[config.mk]
export PLATFORM = sky130hd
export DESIGN_NAME = rgb_to_hsv_converter_unit
export DESIGN_NICKNAME = d
export VERILOG_FILES = /design/src/design/rhc_pkg.sv /design/src/design/rgb_to_hsv_converter_unit.sv /design/src/design/rhc_front.sv /design/src/design/rhc_div_stage.sv /design/src/design/rhc_back.sv
export VERILOG_INCLUDE_DIRS = /design/src /design/src/design
export SDC_FILE = /design/constraint.sdc
export NUM_CORES = 1
export LEC_CHECK = 0
export BUFFER_PORTS_ARGS = -buffer_cell sky130_fd_sc_hd__buf_2
export CELL_PAD_IN_SITES_DETAIL_PLACEMENT = 0
export CELL_PAD_IN_SITES_GLOBAL_PLACEMENT = 1
export CORE_MARGIN = 1.5
export CORE_UTILIZATION = 52
export CTS_CLUSTER_DIAMETER = 40
export DETAILED_ROUTE_END_ITERATION = 10
export GPL_TIMING_DRIVEN = 1
export PLACE_DENSITY_LB_ADDON = 0.1
export SETUP_SLACK_MARGIN = 0.02
export SLEW_MARGIN = 25
export SYNTH_ARGS = -nofsm -noshare
export SYNTH_HDL_FRONTEND = slang
export SYNTH_SLANG_ARGS = --single-unit
[constraint.sdc]
create_clock -name clk -period 8.75 [get_ports clk]
set_input_delay 1.75 -clock clk [delete_from_list [all_inputs] [get_ports clk]]
set_output_delay 1.75 -clock clk [all_outputs]
set_load 0.03 [all_outputs]
[src/design/assert_macros.svh]
// concurrent assertion helpers, empty for synthesis
`ifndef ASSERT_MACROS_SVH
`define ASSERT_MACROS_SVH
`ifndef SYNTHESIS
`define RHC_ASSERT(lbl, prop, msg) \
  lbl: assert property (@(posedge clk) disable iff (rst) prop) else $error(msg);
`define RHC_ASSERT_RST(lbl, prop, msg) \
  lbl: assert property (@(posedge clk) prop) else $error(msg);
`else
`define RHC_ASSERT(lbl, prop, msg)
`define RHC_ASSERT_RST(lbl, prop, msg)
`endif
`endif

[src/design/rhc_pkg.sv]
package rhc_pkg;

  localparam int COMPONENT_BITS_DEF = 8;
  localparam int HUE_FRAC_BITS_DEF  = 4;

  localparam int HUE_BITS = 13;
  localparam int SAT_BITS = 8;
  localparam int VAL_BITS = 8;

  typedef enum logic [1:0] {
    SECTOR_RED,
    SECTOR_GREEN,
    SECTOR_BLUE
  } sector_t;

endpackage

[src/design/rgb_to_hsv_converter_unit.sv]
// throughput: one pixel per cycle while out_ready is high, one restoring divider bit per pipeline stage
// the chain of stage registers advances on a ready chain, bubbles are squeezed out
// reset: synchronous, clears every stage valid bit, payload registers are not reset
module rgb_to_hsv_converter_unit #(
  parameter int COMPONENT_BITS = rhc_pkg::COMPONENT_BITS_DEF,
  parameter int HUE_FRAC_BITS  = rhc_pkg::HUE_FRAC_BITS_DEF
) (
  input  logic                          clk,
  input  logic                          rst,
  input  logic                          in_valid,
  output logic                          in_ready,
  input  logic [COMPONENT_BITS-1:0]     red,
  input  logic [COMPONENT_BITS-1:0]     green,
  input  logic [COMPONENT_BITS-1:0]     blue,
  output logic                          out_valid,
  input  logic                          out_ready,
  output logic [rhc_pkg::HUE_BITS-1:0]  hue,
  output logic [rhc_pkg::SAT_BITS-1:0]  saturation,
  output logic [rhc_pkg::VAL_BITS-1:0]  brightness
);
  import rhc_pkg::*;

  localparam int CB = COMPONENT_BITS;
  localparam int QB = $clog2((60 << HUE_FRAC_BITS) + 1);
  localparam int D  = (QB > CB) ? QB : CB;
  localparam int NH = CB + QB;
  localparam int NS = 2 * CB;

  logic          valid  [D+1];
  logic          ready  [D+1];
  logic [NH-1:0] rem_h  [D+1];
  logic [QB-1:0] q_h    [D+1];
  logic [NS-1:0] rem_s  [D+1];
  logic [CB-1:0] q_s    [D+1];
  logic [CB-1:0] chroma [D+1];
  logic [CB-1:0] hi     [D+1];
  sector_t       sector [D+1];
  logic          neg    [D+1];

  rhc_front #(
    .CB(CB),
    .HF(HUE_FRAC_BITS)
  ) u_front (
    .clk       (clk),
    .rst       (rst),
    .up_valid  (in_valid),
    .up_ready  (in_ready),
    .red       (red),
    .green     (green),
    .blue      (blue),
    .dn_valid  (valid[0]),
    .dn_ready  (ready[0]),
    .dn_num_h  (rem_h[0]),
    .dn_num_s  (rem_s[0]),
    .dn_chroma (chroma[0]),
    .dn_hi     (hi[0]),
    .dn_sector (sector[0]),
    .dn_neg    (neg[0])
  );

  assign q_h[0] = '0;
  assign q_s[0] = '0;

  for (genvar k = 0; k < D; k++) begin : g_stage
    rhc_div_stage #(
      .CB(CB),
      .QB(QB),
      .J (D - 1 - k)
    ) u_stage (
      .clk       (clk),
      .rst       (rst),
      .up_valid  (valid[k]),
      .up_ready  (ready[k]),
      .up_rem_h  (rem_h[k]),
      .up_q_h    (q_h[k]),
      .up_rem_s  (rem_s[k]),
      .up_q_s    (q_s[k]),
      .up_chroma (chroma[k]),
      .up_hi     (hi[k]),
      .up_sector (sector[k]),
      .up_neg    (neg[k]),
      .dn_valid  (valid[k+1]),
      .dn_ready  (ready[k+1]),
      .dn_rem_h  (rem_h[k+1]),
      .dn_q_h    (q_h[k+1]),
      .dn_rem_s  (rem_s[k+1]),
      .dn_q_s    (q_s[k+1]),
      .dn_chroma (chroma[k+1]),
      .dn_hi     (hi[k+1]),
      .dn_sector (sector[k+1]),
      .dn_neg    (neg[k+1])
    );
  end

  rhc_back #(
    .CB(CB),
    .HF(HUE_FRAC_BITS)
  ) u_back (
    .clk        (clk),
    .rst        (rst),
    .up_valid   (valid[D]),
    .up_ready   (ready[D]),
    .up_rem_h   (rem_h[D]),
    .up_q_h     (q_h[D]),
    .up_q_s     (q_s[D]),
    .up_chroma  (chroma[D]),
    .up_hi      (hi[D]),
    .up_sector  (sector[D]),
    .up_neg     (neg[D]),
    .dn_valid   (out_valid),
    .dn_ready   (out_ready),
    .hue        (hue),
    .saturation (saturation),
    .brightness (brightness)
  );

endmodule

[src/design/rhc_front.sv]
module rhc_front #(
  parameter int CB = rhc_pkg::COMPONENT_BITS_DEF,
  parameter int HF = rhc_pkg::HUE_FRAC_BITS_DEF,
  localparam int QB = $clog2((60 << HF) + 1),
  localparam int NH = CB + QB,
  localparam int NS = 2 * CB
) (
  input  logic                 clk,
  input  logic                 rst,
  input  logic                 up_valid,
  output logic                 up_ready,
  input  logic [CB-1:0]        red,
  input  logic [CB-1:0]        green,
  input  logic [CB-1:0]        blue,
  output logic                 dn_valid,
  input  logic                 dn_ready,
  output logic [NH-1:0]        dn_num_h,
  output logic [NS-1:0]        dn_num_s,
  output logic [CB-1:0]        dn_chroma,
  output logic [CB-1:0]        dn_hi,
  output rhc_pkg::sector_t     dn_sector,
  output logic                 dn_neg
);
  import rhc_pkg::*;

  localparam logic [NH-1:0] SIXTY = NH'(60 << HF);
  localparam logic [NS-1:0] MAXC  = NS'((1 << CB) - 1);

  logic [CB-1:0] hi_c, lo_c, pa, pb, dmag_c;
  sector_t       sec_c;
  logic          neg_c;

  logic          valid_a, ready_a;
  logic [CB-1:0] hi_a, chroma_a, dmag_a;
  sector_t       sector_a;
  logic          neg_a;

  logic          valid_b, ready_b;
  logic [NH-1:0] num_h_b;
  logic [NS-1:0] num_s_b;
  logic [CB-1:0] chroma_b, hi_b;
  sector_t       sector_b;
  logic          neg_b;

  // largest and smallest, earlier component wins a tie
  always_comb begin
    hi_c  = red;
    lo_c  = red;
    sec_c = SECTOR_RED;
    if (green > hi_c) begin
      hi_c  = green;
      sec_c = SECTOR_GREEN;
    end
    if (green < lo_c) lo_c = green;
    if (blue > hi_c) begin
      hi_c  = blue;
      sec_c = SECTOR_BLUE;
    end
    if (blue < lo_c) lo_c = blue;
    unique case (sec_c)
      SECTOR_RED: begin
        pa = green;
        pb = blue;
      end
      SECTOR_GREEN: begin
        pa = blue;
        pb = red;
      end
      SECTOR_BLUE: begin
        pa = red;
        pb = green;
      end
      default: begin
        pa = '0;
        pb = '0;
      end
    endcase
    neg_c  = pa < pb;
    dmag_c = neg_c ? pb - pa : pa - pb;
  end

  assign ready_a  = !valid_a || ready_b;
  assign ready_b  = !valid_b || dn_ready;
  assign up_ready = ready_a;

  always_ff @(posedge clk) begin
    if (rst) begin
      valid_a <= 1'b0;
    end else if (ready_a) begin
      valid_a <= up_valid;
    end
  end

  always_ff @(posedge clk) begin
    if (ready_a) begin
      hi_a     <= hi_c;
      chroma_a <= hi_c - lo_c;
      dmag_a   <= dmag_c;
      sector_a <= sec_c;
      neg_a    <= neg_c;
    end
  end

  always_ff @(posedge clk) begin
    if (rst) begin
      valid_b <= 1'b0;
    end else if (ready_b) begin
      valid_b <= valid_a;
    end
  end

  // constant scalings for both numerators
  always_ff @(posedge clk) begin
    if (ready_b) begin
      num_h_b  <= SIXTY * NH'(dmag_a);
      num_s_b  <= MAXC * NS'(chroma_a);
      chroma_b <= chroma_a;
      hi_b     <= hi_a;
      sector_b <= sector_a;
      neg_b    <= neg_a;
    end
  end

  assign dn_valid  = valid_b;
  assign dn_num_h  = num_h_b;
  assign dn_num_s  = num_s_b;
  assign dn_chroma = chroma_b;
  assign dn_hi     = hi_b;
  assign dn_sector = sector_b;
  assign dn_neg    = neg_b;

endmodule

[src/design/rhc_div_stage.sv]
`include "assert_macros.svh"

module rhc_div_stage #(
  parameter int CB = rhc_pkg::COMPONENT_BITS_DEF,
  parameter int QB = 10,
  parameter int J  = 0,
  localparam int NH = CB + QB,
  localparam int NS = 2 * CB
) (
  input  logic             clk,
  input  logic             rst,
  input  logic             up_valid,
  output logic             up_ready,
  input  logic [NH-1:0]    up_rem_h,
  input  logic [QB-1:0]    up_q_h,
  input  logic [NS-1:0]    up_rem_s,
  input  logic [CB-1:0]    up_q_s,
  input  logic [CB-1:0]    up_chroma,
  input  logic [CB-1:0]    up_hi,
  input  rhc_pkg::sector_t up_sector,
  input  logic             up_neg,
  output logic             dn_valid,
  input  logic             dn_ready,
  output logic [NH-1:0]    dn_rem_h,
  output logic [QB-1:0]    dn_q_h,
  output logic [NS-1:0]    dn_rem_s,
  output logic [CB-1:0]    dn_q_s,
  output logic [CB-1:0]    dn_chroma,
  output logic [CB-1:0]    dn_hi,
  output rhc_pkg::sector_t dn_sector,
  output logic             dn_neg
);
  import rhc_pkg::*;

  localparam int WH = (CB + J > NH) ? CB + J : NH;
  localparam int WS = (CB + J > NS) ? CB + J : NS;

  logic [NH-1:0] rem_h_next;
  logic [QB-1:0] q_h_next;
  logic [NS-1:0] rem_s_next;
  logic [CB-1:0] q_s_next;

  logic          valid;
  logic [NH-1:0] rem_h;
  logic [QB-1:0] q_h;
  logic [NS-1:0] rem_s;
  logic [CB-1:0] q_s;
  logic [CB-1:0] chroma;
  logic [CB-1:0] hi;
  sector_t       sector;
  logic          neg;

  logic [WH-1:0] bound_h;
  logic [WS-1:0] bound_s;

  // hue quotient bit
  if (J < QB) begin : g_hue
    logic [WH-1:0] dh, rh;
    always_comb begin
      dh = WH'(up_chroma) << J;
      rh = WH'(up_rem_h);
      if (rh >= dh) begin
        rem_h_next = NH'(rh - dh);
        q_h_next   = up_q_h | (QB'(1) << J);
      end else begin
        rem_h_next = up_rem_h;
        q_h_next   = up_q_h;
      end
    end
  end else begin : g_hue_pass
    assign rem_h_next = up_rem_h;
    assign q_h_next   = up_q_h;
  end

  // saturation quotient bit
  if (J < CB) begin : g_sat
    logic [WS-1:0] ds, rs;
    always_comb begin
      ds = WS'(up_hi) << J;
      rs = WS'(up_rem_s);
      if (rs >= ds) begin
        rem_s_next = NS'(rs - ds);
        q_s_next   = up_q_s | (CB'(1) << J);
      end else begin
        rem_s_next = up_rem_s;
        q_s_next   = up_q_s;
      end
    end
  end else begin : g_sat_pass
    assign rem_s_next = up_rem_s;
    assign q_s_next   = up_q_s;
  end

  assign up_ready = !valid || dn_ready;

  always_ff @(posedge clk) begin
    if (rst) begin
      valid <= 1'b0;
    end else if (up_ready) begin
      valid <= up_valid;
    end
  end

  always_ff @(posedge clk) begin
    if (up_ready) begin
      rem_h  <= rem_h_next;
      q_h    <= q_h_next;
      rem_s  <= rem_s_next;
      q_s    <= q_s_next;
      chroma <= up_chroma;
      hi     <= up_hi;
      sector <= up_sector;
      neg    <= up_neg;
    end
  end

  assign dn_valid  = valid;
  assign dn_rem_h  = rem_h;
  assign dn_q_h    = q_h;
  assign dn_rem_s  = rem_s;
  assign dn_q_s    = q_s;
  assign dn_chroma = chroma;
  assign dn_hi     = hi;
  assign dn_sector = sector;
  assign dn_neg    = neg;

  // partial remainder stays below the divisor at this bit weight
  assign bound_h = WH'(chroma) << J;
  assign bound_s = WS'(hi) << J;

  `RHC_ASSERT(a_rem_h_bound, valid && chroma != '0 |-> WH'(rem_h) < bound_h, "hue rem range")
  `RHC_ASSERT(a_rem_s_bound, valid && hi != '0 |-> WS'(rem_s) < bound_s, "sat rem range")
  `RHC_ASSERT(a_stall_hold, valid && !dn_ready |=> valid && $stable(rem_h) && $stable(q_s), "stall")

endmodule

[src/design/rhc_back.sv]
`include "assert_macros.svh"

module rhc_back #(
  parameter int CB = rhc_pkg::COMPONENT_BITS_DEF,
  parameter int HF = rhc_pkg::HUE_FRAC_BITS_DEF,
  localparam int QB = $clog2((60 << HF) + 1),
  localparam int NH = CB + QB
) (
  input  logic                          clk,
  input  logic                          rst,
  input  logic                          up_valid,
  output logic                          up_ready,
  input  logic [NH-1:0]                 up_rem_h,
  input  logic [QB-1:0]                 up_q_h,
  input  logic [CB-1:0]                 up_q_s,
  input  logic [CB-1:0]                 up_chroma,
  input  logic [CB-1:0]                 up_hi,
  input  rhc_pkg::sector_t              up_sector,
  input  logic                          up_neg,
  output logic                          dn_valid,
  input  logic                          dn_ready,
  output logic [rhc_pkg::HUE_BITS-1:0]  hue,
  output logic [rhc_pkg::SAT_BITS-1:0]  saturation,
  output logic [rhc_pkg::VAL_BITS-1:0]  brightness
);
  import rhc_pkg::*;

  localparam int SIXTY = 60 << HF;
  localparam int FULL  = 6 * SIXTY;
  localparam int HW    = $clog2(FULL + 1);
  localparam int HOW   = (HW > HUE_BITS) ? HW : HUE_BITS;
  localparam int SOW   = (CB > SAT_BITS) ? CB : SAT_BITS;
  localparam int VOW   = (CB > VAL_BITS) ? CB : VAL_BITS;

  logic [QB-1:0]  mag;
  logic [HW-1:0]  base, hue_v;
  logic [CB-1:0]  sat_v;
  logic [HOW-1:0] hue_w;
  logic [SOW-1:0] sat_w;
  logic [VOW-1:0] val_w;

  logic                valid;
  logic [HUE_BITS-1:0] hue_q;
  logic [SAT_BITS-1:0] sat_q;
  logic [VAL_BITS-1:0] val_q;

  // floor of a negative ratio rounds the magnitude up
  always_comb begin
    mag = up_q_h + QB'(up_neg && (up_rem_h != '0));
    unique case (up_sector)
      SECTOR_RED:   base = up_neg ? HW'(FULL) : '0;
      SECTOR_GREEN: base = HW'(2 * SIXTY);
      SECTOR_BLUE:  base = HW'(4 * SIXTY);
      default:      base = '0;
    endcase
    if (up_chroma == '0) begin
      hue_v = '0;
    end else if (up_neg) begin
      hue_v = base - HW'(mag);
    end else begin
      hue_v = base + HW'(mag);
    end
    sat_v = (up_hi == '0) ? '0 : up_q_s;
    hue_w = HOW'(hue_v);
    sat_w = SOW'(sat_v);
    val_w = VOW'(up_hi);
  end

  assign up_ready = !valid || dn_ready;

  always_ff @(posedge clk) begin
    if (rst) begin
      valid <= 1'b0;
    end else if (up_ready) begin
      valid <= up_valid;
    end
  end

  always_ff @(posedge clk) begin
    if (up_ready) begin
      hue_q <= hue_w[HUE_BITS-1:0];
      sat_q <= sat_w[SAT_BITS-1:0];
      val_q <= val_w[VAL_BITS-1:0];
    end
  end

  assign dn_valid   = valid;
  assign hue        = hue_q;
  assign saturation = sat_q;
  assign brightness = val_q;

  `RHC_ASSERT_RST(a_rst_clear, rst |=> !valid, "output valid after reset")
  `RHC_ASSERT(a_hue_range, up_valid && up_chroma != '0 |-> hue_v < HW'(FULL), "hue range")
  `RHC_ASSERT(a_black, up_valid && up_hi == '0 |-> hue_v == '0 && sat_v == '0, "black pixel")
  `RHC_ASSERT(a_sector, up_valid && up_chroma != '0 && up_sector != SECTOR_RED |-> hue_v >= HW'(SIXTY), "sector")

endmodule
==> impl_results.md, run 1 <==
* Number of DRC markers in iteration 0 at 999
* Post-route ant nets at 0
* Most common cell after layout, fill and taps aside: edfxtp_1
* Critical Path AT at roughly 8000 ps
* Final Cell Area at around 40000 µm²
* Crit path time final at between 7000 and 8000 ps
* Vias per cell at approximately 5.2
* Ys flop type: edfxtp_1
* Io pins at between 50 and 60
* Setup TNS at 0 ps
* Clk sinks at 672
* Crit start category: input pin
* Die W at ~260 µm
* Worst Skew at 14.1 ps
* Buffers added on ports at 58
* Initial antenna violation count at 0
* DR pass1 iterations at 10
* DR vias at between 20000 and 25000
* Crit Path Category: in -> reg
* Worst-Skew Late Latency at roughly 630 ps
* Mapped Cells at between 2000 and 3000
* Endpoints failing hold at 0
* Pin count of the biggest net entering global routing at between 60 and 70
* Violations in the final reports: design-rule violations
* Syn Std Cell Area at about 35000 µm²
* Starting density of the core at a little over half
* WL final at about 60 mm
* Max Freq at between 100 and 150 MHz
* Core area at 66000 µm²
* TritonCTS clock tree: yes
* Hold_buf cts at 0
* Synth Net Count at 3193
* Ratio of cells with drive above 1 in the final layout at approximately a tenth
* Clk buf depth at 3
* Final setup vio count at 0
* Number of synthesis warnings at 0
* Final nets at roughly 3300
* Setup repair bufs after CTS at 0
* Tightest Pin Transition at ~920 ps
* Tcrit/Tclk final at between 80% and 90%
* Worst slack at placement at between 500 and 600 ps
* Post-Syn Area per Cell at between 10 and 15 µm²
* Row cnt at between 90 and 100
* Die ar. at just under 70000 µm²
* Drt drc at 5
* TritonCTS Buffers at about 100
* Placed Area at between 30000 and 40000 µm²
* HPWL Detailed at ~45 mm
* Final WS setup at 1230 ps
* Unrepaired setup endpoints after global routing: false
* Slew headroom at between 30% and 40%
* Commonest cells after routing, fill and taps aside: edfxtp_1, inv_1, ha_1, nor2_1, a21oi_1
* Clock root buffer: clkbuf_16
* H-tree levels at 3
* Cts repair resizes at 0
* Hold crit path type: reg -> reg
* #FFs+latches synth at around 670
* Seq/Total Area, Yosys at 57.7%
* GPL Wtd Cong at between 0.8 and 0.9
* Synth top area share at 56.9%
* Max cap viols at 0
* Avg WL per Cell at between 15 and 20 µm
* EDFF count, synth at around 660
* Vias in the first global route at 21200
* Ant diodes at 0
* Worst-path clk slew at around 60 ps
* Yosys cell types at 74
* Die outline height at 262 µm
* Grt total ovfl at 0
* All-layer global routing usage at 18.0%
* First-pass GRT wire length at 99.8 mm
* Ranking of synthesized cells by area: edfxtp_1, ha_1, inv_1
* Max Fanout on Critical Path at 14
* Required time worst endpoint at roughly 9100 ps
* Status: finished with violations
* Fraction of registers with async set or reset after synthesis at 0%
* Cell taking the most area after synthesis: edfxtp_1
* Area Growth Syn to Fin at 14.7%
* Final Max Tran Viols at 0
* CP Capture Type: flip-flop
[cell type report]
cell class              instances  area, µm²
repair buffers                 79        448
inverters                     347       1310
flip-flops and latches        672      20000
multi-input cells            1795      13300
clock buffers                 112       2610
fillers                      5054      26100
well taps                     864       1080
clock inverters                78       1060
[cell usage after synthesis (29+ instances only)]
cell type	n
ha_1	253
edfxtp_1	659
xor2_1	91
nand4_1	29
a21oi_1	165
nor2b_1	47
a21o_1	46
nor3_1	45
o31ai_1	32
nand2b_1	32
o21ai_1	83
fa_1	57
o21ai_0	68
xnor2_1	94
inv_1	327
mux2i_1	35
nand2_1	164
nor2_1	240
clkbuf_1	36
nand3_1	39
[state kept, by name (all words and copies together) (netlist names), 10 cells and up]
signal                     count
g_stage.u_stage.dn_valid      10
g_stage.u_stage.dn_hi         80
g_stage.u_stage.dn_rem_s     135
u_front.dn_num_h              12
g_stage.u_stage.dn_q_h        55
g_stage.u_stage.dn_sector     20
g_stage.u_stage.dn_neg        10
g_stage.u_stage.dn_chroma     80
u_front.dn_num_s              15
g_stage.u_stage.dn_rem_h     141
g_stage.u_stage.dn_q_s        36
u_back.hue                    13
[layer usage]
| metal | track usage [%] | wire (µm) | vias to the layer above |
|---|---|---|---|
| li1 | - | - | 10500 |
| met1 | 19.9 | 24600 | 9671 |
| met2 | 34.0 | 31300 | 331 |
| met3 | 2.93 | 2240 | 121 |
| met4 | 7.77 | 1950 | 0 |
| met5 | 0 | 0 | - |
[through the flow]
stage,util (%),hold WS [ps],cells
after floorplan,-,400,2855
after global placement,54.8,401,3757
after detailed placement,54.8,405,3757
after CTS,60.4,413,3947
after global routing,60.4,414,3947
final,60.4,410,3947
[final timing paths]
check	startpoint	to	slack, ps	cells after the start
worst min-delay path	g_stage[3].u_stage.dn_sector[0]$_DFFE_PP_	g_stage[4].u_stage.dn_sector[0]$_DFFE_PP_	410	0
worst min register to register	g_stage[3].u_stage.dn_sector[0]$_DFFE_PP_	g_stage[4].u_stage.dn_sector[0]$_DFFE_PP_	410	0
worst max register to register	u_front.chroma_a[5]$_DFFE_PP_	u_front.dn_num_s[15]$_DFFE_PP_	3870	14
worst max-delay path	red[3]	u_front.dmag_a[5]$_DFFE_PP_	1230	28
[worst max-delay path, stage by stage]
cell      delay (ps)
buf_2            130
inv_1             70
ha_1             320
and4b_1          220
a211oi_1         280
o221ai_1         200
o21ai_2          300
mux2i_1          390
ha_1             300
nor2b_1          130
o21a_1           160
o21a_1           170
o21ai_1          120
a21oi_1          110
o31ai_4          500
nor2_1            80
a21oi_1          360
inv_2            100
fa_1             470
a21o_1           200
a21oi_1          200
nor2b_1           70
o21ai_1          160
a21oi_2          170
mux2_1           350
a221o_1          350
a31oi_1          170
xnor2_1           80
[logic make-up (layout without fill, tap and decap cells)]
kind of cell	after synthesis	in the layout	share of synthesized area, %
buf+inv	388	616	4.22
flops	672	672	57.7
mux	57	57	1.72
simple gates	720	720	10.1
compound gates	523	523	9.22
fa+ha+maj	310	310	12.4
xor+xnor	185	185	4.66
Power of run 1 is not shown: default switching activity piles up to over one toggle a cycle in this logic, so the estimate is an artifact.
==> inputs of run 2 (changes only) <==
--- a/config.mk
+++ b/config.mk
@@ -6,7 +6,7 @@
 export SDC_FILE = /design/constraint.sdc
 export NUM_CORES = 1
 export LEC_CHECK = 0
-export BUFFER_PORTS_ARGS = -buffer_cell sky130_fd_sc_hd__buf_2
+export BUFFER_PORTS_ARGS = -buffer_cell sky130_fd_sc_hd__clkbuf_2
 export CELL_PAD_IN_SITES_DETAIL_PLACEMENT = 0
 export CELL_PAD_IN_SITES_GLOBAL_PLACEMENT = 1
 export CORE_MARGIN = 1.5
==> run 2 against run 1 <==
- the run still ends with design-rule violations left
- register-to-register slack about the same
- sequential cell count unchanged
- count of clock-buffer cells in the layout decreased by 8
- worst setup slack improved by 44 ps
- fmax increased by 0.59%
- global-route usage increased by 0.092 points
- critical path type unchanged
==> impl_results.md, run 2 (synthesis results as in run 1) <==
* Endpoints failing hold at 0 (unchanged)
* Core area at 66000 µm² (unchanged)
* Max Freq at 134 MHz (was 133 MHz)
* GRT busiest layer: met2 (unchanged)
* DR pass1 iterations at 10 (unchanged)
* Vias in the first global route at 21400 (was 21200)
* Max cap viols at 0 (unchanged)
* Critical Path AT at 7820 ps (was 7900 ps)
* Initial antenna violation count at 0 (unchanged)
* Slowest cell delay on critical path at 450 ps (was 500 ps)
* Final WS setup at 1280 ps (was 1230 ps)
* CP Capture Type: flip-flop (unchanged)
* Die outline height at 262 µm (unchanged)
* Worst reg2reg path depth at 14 (unchanged)
* Worst R2R End: u_front.dn_num_s[15]$_DFFE_PP_ (unchanged)
* DR vias at 20700 (about the same)
* All-layer global routing usage at 18.1% (was 18.0%)
* Drt drc at 5 (unchanged)
* Tightest Pin Transition at 967 ps (was 921 ps)
* Area Growth Syn to Fin at 13.9% (was 14.7%)
* Io pins at 59 (unchanged)
* GPL Wtd Cong at 0.872 (was 0.874)
* Hold_sp: g_stage[3].u_stage.dn_q_h[9]$_DFFE_PP_ (was g_stage[3].u_stage.dn_sector[0]$_DFFE_PP_)
* Vias per cell at 5.27 (was 5.23)
* FF-to-FF Start: u_front.chroma_a[5]$_DFFE_PP_ (unchanged)
* Commonest cells after routing, fill and taps aside: edfxtp_1, inv_1, ha_1, nor2_1, a21oi_1 (unchanged)
* Met1 Track Usage GR at 20.1% (was 19.9%)
* Final Max Tran Viols at 0 (unchanged)
* Number of flip-flops in the largest register at 141 (unchanged)
* Slew headroom at 35.3% (was 38.4%)
* Grt total ovfl at 0 (unchanged)
* Ratio of cells with drive above 1 in the final layout at 9.67% (was 10.1%)
* Crit start category: input pin (unchanged)
* WL final at 59.8 mm (was 60.1 mm)
* Row cnt at 94 (unchanged)
* Max Fanout on Critical Path at 16 (was 14)
* Hold crit path type: reg -> reg (unchanged)
* Met2 GRT Util at 34.0% (about the same)
* TritonCTS Buffers at 95 (was 102)
* Violations in the final reports: design-rule violations (unchanged)
* Worst-Skew Late Latency at 620 ps (was 630 ps)
* First-pass GRT wire length at 100 mm (was 99.8 mm)
* Hold_ws at 405 ps (was 410 ps)
* Final setup vio count at 0 (unchanged)
* Clock root buffer: clkbuf_16 (unchanged)
* Buffers added on ports at 58 (unchanged)
* Tcrit/Tclk final at 85.4% (was 85.9%)
* Hold Path End: g_stage[4].u_stage.dn_q_h[9]$_DFFE_PP_ (was g_stage[4].u_stage.dn_sector[0]$_DFFE_PP_)
* H-tree levels at 3 (unchanged)
* Worst slack at placement at 674 ps (was 556 ps)
* Die W at 262 µm (unchanged)
* Worst Skew at 20.5 ps (was 14.1 ps)
* Post-route ant nets at 0 (unchanged)
* Final nets at 3328 (was 3335)
* Crit Path Category: in -> reg (unchanged)
* Reg-to-reg slack, setup at 3880 ps (was 3870 ps)
* Pin count of the biggest net entering global routing at 68 (unchanged)
* WHS Path Cells at 0 (unchanged)
* TritonCTS clock tree: yes (unchanged)
* Setup TNS at 0 ps (unchanged)
* Unrepaired setup endpoints after global routing: false (unchanged)
* Clk buf depth at 3 (unchanged)
* HPWL Detailed at 45.4 mm (was 45.1 mm)
* Setup repair bufs after CTS at 0 (unchanged)
* Clk sinks at 672 (unchanged)
* Required time worst endpoint at 9100 ps (was 9140 ps)
* Crit path time final at 7470 ps (was 7520 ps)
* Starting density of the core at 52.7% (unchanged)
* Status: finished with violations (unchanged)
* CP max stage cell: a21oi_2 (was o31ai_4)
* Met3 usage at 2.76% (was 2.93%)
* Avg WL per Cell at 15.2 µm (about the same)
* Number of DRC markers in iteration 0 at 896 (was 999)
* Hold_buf cts at 0 (unchanged)
* Worst-path clk slew at 50 ps (was 60 ps)
* Cts repair resizes at 0 (unchanged)
* Ant diodes at 0 (unchanged)
* Die ar. at 68400 µm² (unchanged)
* Most common cell after layout, fill and taps aside: edfxtp_1 (unchanged)
-- run 2: changes by cell type in the layout (fill, tap and decap cells not counted), moves of 3 or more --
cell and delta:
buf_2 -58, clkbuf_2 +58, clkinv_1 +4, inv_6 -3, inv_8 +3, clkbuf_16 -4, bufinv_16 -3, clkinv_4 -4
clkbuf_1 -4
-- run 2: critical path: cells and delay by family --
| kind | cells | cell delay [ps] |
|---|---|---|
| AOI/OAI and AO/OA | 13 | 2950 |
| xor gates and xnor gates | 1 | 90 |
| adders and majority gates | 4 | 1010 |
| and+or+nand+nor | 2 | 220 |
| muxes | 2 | 660 |
| buffers and inverters | 7 | 1130 |
-- run 2: through the flow --
step | util (%) | instance area [µm²] | cells
after floorplan | - | 34800 | 2855
after global placement | 54.8 | 36200 | 3757
after detailed placement | 54.8 | 36200 | 3757
after CTS | 60.0 | 39600 | 3934
after global routing | 60.0 | 39600 | 3934
final | 60.0 | 39600 | 3934
-- run 2: how the worst max path moves through the flow --
stage,start,endpoint,cells past startpoint
5_1_grt,red[2],u_front.dmag_a[5]$_DFFE_PP_,30
2_1_floorplan,red[3],u_front.dmag_a[5]$_DFFE_PP_,30
3_3_place_gp,red[2],u_front.dmag_a[5]$_DFFE_PP_,30
4_1_cts,red[2],u_front.dmag_a[5]$_DFFE_PP_,30
3_5_place_dp,red[2],u_front.dmag_a[5]$_DFFE_PP_,30
6_report,red[2],u_front.dmag_a[5]$_DFFE_PP_,29
-- run 2: final cells by class --
class / count / area [µm²]
multi-input cells: 1795 / 13300
inverters: 347 / 1310
clock inverters: 73 / 911
repair buffers: 79 / 448
well taps: 864 / 1080
flip-flops and latches: 672 / 20000
clock buffers: 104 / 2500
fillers: 5235 / 26400
-- run 2: routing by layer --
metal / routed length, µm / vias to the layer above
met3: 1920 / 134
met1: 24500 / 9760
li1: - / 10500
met4: 2250 / 0
met2: 31100 / 313
met5: 0 / -
Power of run 2 is left out for the same reason.
==> inputs of run 3 (changes only) <==
--- a/config.mk
+++ b/config.mk
@@ -14,7 +14,7 @@
 export CTS_CLUSTER_DIAMETER = 40
 export DETAILED_ROUTE_END_ITERATION = 10
 export GPL_TIMING_DRIVEN = 1
-export PLACE_DENSITY_LB_ADDON = 0.1
+export PLACE_DENSITY_LB_ADDON = 0.12
 export SETUP_SLACK_MARGIN = 0.02
 export SLEW_MARGIN = 25
 export SYNTH_ARGS = -nofsm -noshare
==> constraint.sdc (replaced) <==
create_clock -name clk -period 8.75 [get_ports clk]
set_input_delay 0.875 -clock clk [delete_from_list [all_inputs] [get_ports clk]]
set_output_delay 0.875 -clock clk [all_outputs]
set_load 0.03 [all_outputs]
==> run 3 against run 2 <==
- the flow still finishes with violations (design-rule violations)
- worst setup slack gained 500 ps
- wire length decreased by 1.6%
- clock skew is 2.3 ps lower
- count of clock-buffer cells in the layout is 6 higher
- die area stayed put
- cell area fell by 0.91%
- cell count down 0.20%
- critical path depth down 2
==> impl_results.md, run 3 (synthesis results as in run 1) <==
* Status: finished with violations (unchanged)
* Violations in the final reports: design-rule violations (unchanged)
* Setup repair bufs after CTS at 0 (unchanged)
* CP Capture Type: flip-flop (unchanged)
* All-layer global routing usage at 17.8% (was 18.1%)
* Max cap viols at 0 (unchanged)
* Avg WL per Cell at 15.0 µm (was 15.2 µm)
* Max Freq at 143 MHz (was 134 MHz)
* Crit start category: input pin (unchanged)
* Crit Path Category: in -> reg (unchanged)
* Tightest Pin Transition at 970 ps (was 967 ps)
* Vias per cell at 5.24 (was 5.27)
* Placed Area at 36200 µm² (about the same)
* HPWL Detailed at 44.8 mm (was 45.4 mm)
* Tcrit/Tclk final at 79.7% (was 85.4%)
* DR pass1 iterations at 8 (was 10)
* Drt drc at 6 (was 5)
* Worst Skew at 18.2 ps (was 20.5 ps)
* Worst-path clk slew at 50 ps (about the same)
* GPL Wtd Cong at 0.859 (was 0.872)
* Vias in the first global route at 20900 (was 21400)
* Die ar. at 68400 µm² (unchanged)
* Final Cell Area at 39200 µm² (was 39600 µm²)
* First-pass GRT wire length at 98.3 mm (was 100 mm)
* Pin count of the biggest net entering global routing at 68 (unchanged)
* Die W at 262 µm (unchanged)
* Setup TNS at 0 ps (unchanged)
* Starting density of the core at 52.7% (unchanged)
* Endpoints failing hold at 0 (unchanged)
* Crit path time final at 6970 ps (was 7470 ps)
* Final setup vio count at 0 (unchanged)
* Unrepaired setup endpoints after global routing: false (unchanged)
* TritonCTS clock tree: yes (unchanged)
* DR vias at 20600 (was 20700)
* H-tree levels at 3 (unchanged)
* Core area at 66000 µm² (unchanged)
* Clk sinks at 672 (unchanged)
* Area Growth Syn to Fin at 12.9% (was 13.9%)
* Required time worst endpoint at 9110 ps (was 9100 ps)
* Cts repair resizes at 0 (unchanged)
* Number of DRC markers in iteration 0 at 901 (was 896)
* Row cnt at 94 (unchanged)
* Critical Path AT at 7340 ps (was 7820 ps)
* Hold crit path type: reg -> reg (unchanged)
* Io pins at 59 (unchanged)
* Clk buf depth at 3 (unchanged)
* Buffers added on ports at 58 (unchanged)
* Post-route ant nets at 0 (unchanged)
* WL final at 58.9 mm (was 59.8 mm)
* Number of flip-flops in the largest register at 141 (unchanged)
* Grt total ovfl at 0 (unchanged)
* Ant diodes at 0 (unchanged)
* Commonest cells after routing, fill and taps aside: edfxtp_1, inv_1, ha_1, nor2_1, a21oi_1 (unchanged)
* Die outline height at 262 µm (unchanged)
* Worst-Skew Late Latency at 620 ps (about the same)
* Clock root buffer: clkbuf_16 (unchanged)
* Hold_buf cts at 0 (unchanged)
* Initial antenna violation count at 0 (unchanged)
* Final nets at 3323 (was 3328)
* TritonCTS Buffers at 94 (was 95)
* Final Max Tran Viols at 0 (unchanged)
* Slew headroom at 35.0% (was 35.3%)
* Most common cell after layout, fill and taps aside: edfxtp_1 (unchanged)
* Max Fanout on Critical Path at 35 (was 16)
* Ratio of cells with drive above 1 in the final layout at 9.37% (was 9.67%)
[run 3: final timing paths]
kind / from / to / slack, ps / cells past startpoint
max: red[3] / u_front.dmag_a[5]$_DFFE_PP_ / 1780 / 27
max reg2reg: u_front.chroma_a[5]$_DFFE_PP_ / u_front.dn_num_s[15]$_DFFE_PP_ / 3880 / 14
min reg2reg: g_stage[4].u_stage.dn_neg$_DFFE_PP_ / g_stage[5].u_stage.dn_neg$_DFFE_PP_ / 400 / 0
min: g_stage[4].u_stage.dn_neg$_DFFE_PP_ / g_stage[5].u_stage.dn_neg$_DFFE_PP_ / 400 / 0
[run 3: critical path: stages]
cell      delay (ps)
clkbuf_2         130
inv_1             70
ha_1             320
and4b_1          210
a211oi_1         340
o221ai_2         330
o21ai_2          440
mux2i_1          350
ha_1             290
nor2b_1          140
o21a_1           160
o21a_1           170
o21ai_1          110
a21oi_1          120
o31ai_4          460
buf_4            430
nor2_1            70
a21o_1           190
ha_1             380
a21oi_1          110
nor2b_1          130
o21ai_1           80
a21oi_2          450
mux2_1           400
a221o_1          320
a31oi_1          170
xnor2_1           80
[run 3: per-stage QoR]
stage / utilization, % / setup WS, ps / std cells / hold WS (ps)
floorplan: - / 1750 / 2855 / 400
global placement: 54.8 / 910 / 3753 / 401
detailed placement: 54.8 / 850 / 3753 / 405
CTS: 59.4 / 1480 / 3926 / 401
global route: 59.5 / 1210 / 3926 / 406
finish: 59.5 / 1780 / 3926 / 403
[run 3: layout make-up]
class / instances / area (µm²)
fill: 5177 / 26700
sequential: 672 / 20000
multi-input combinational: 1795 / 13300
clock buffer: 110 / 2460
inverter: 347 / 1310
tap: 864 / 1080
clock inverter: 63 / 601
timing repair buffer: 75 / 418
[run 3: per-layer routing]
metal	global-route usage (%)	part of all wire [%]
met5	0	0
met3	2.75	3.3
met1	19.8	41
met4	8.00	3.6
met2	33.2	52
Power of run 3 is left out for the same reason.
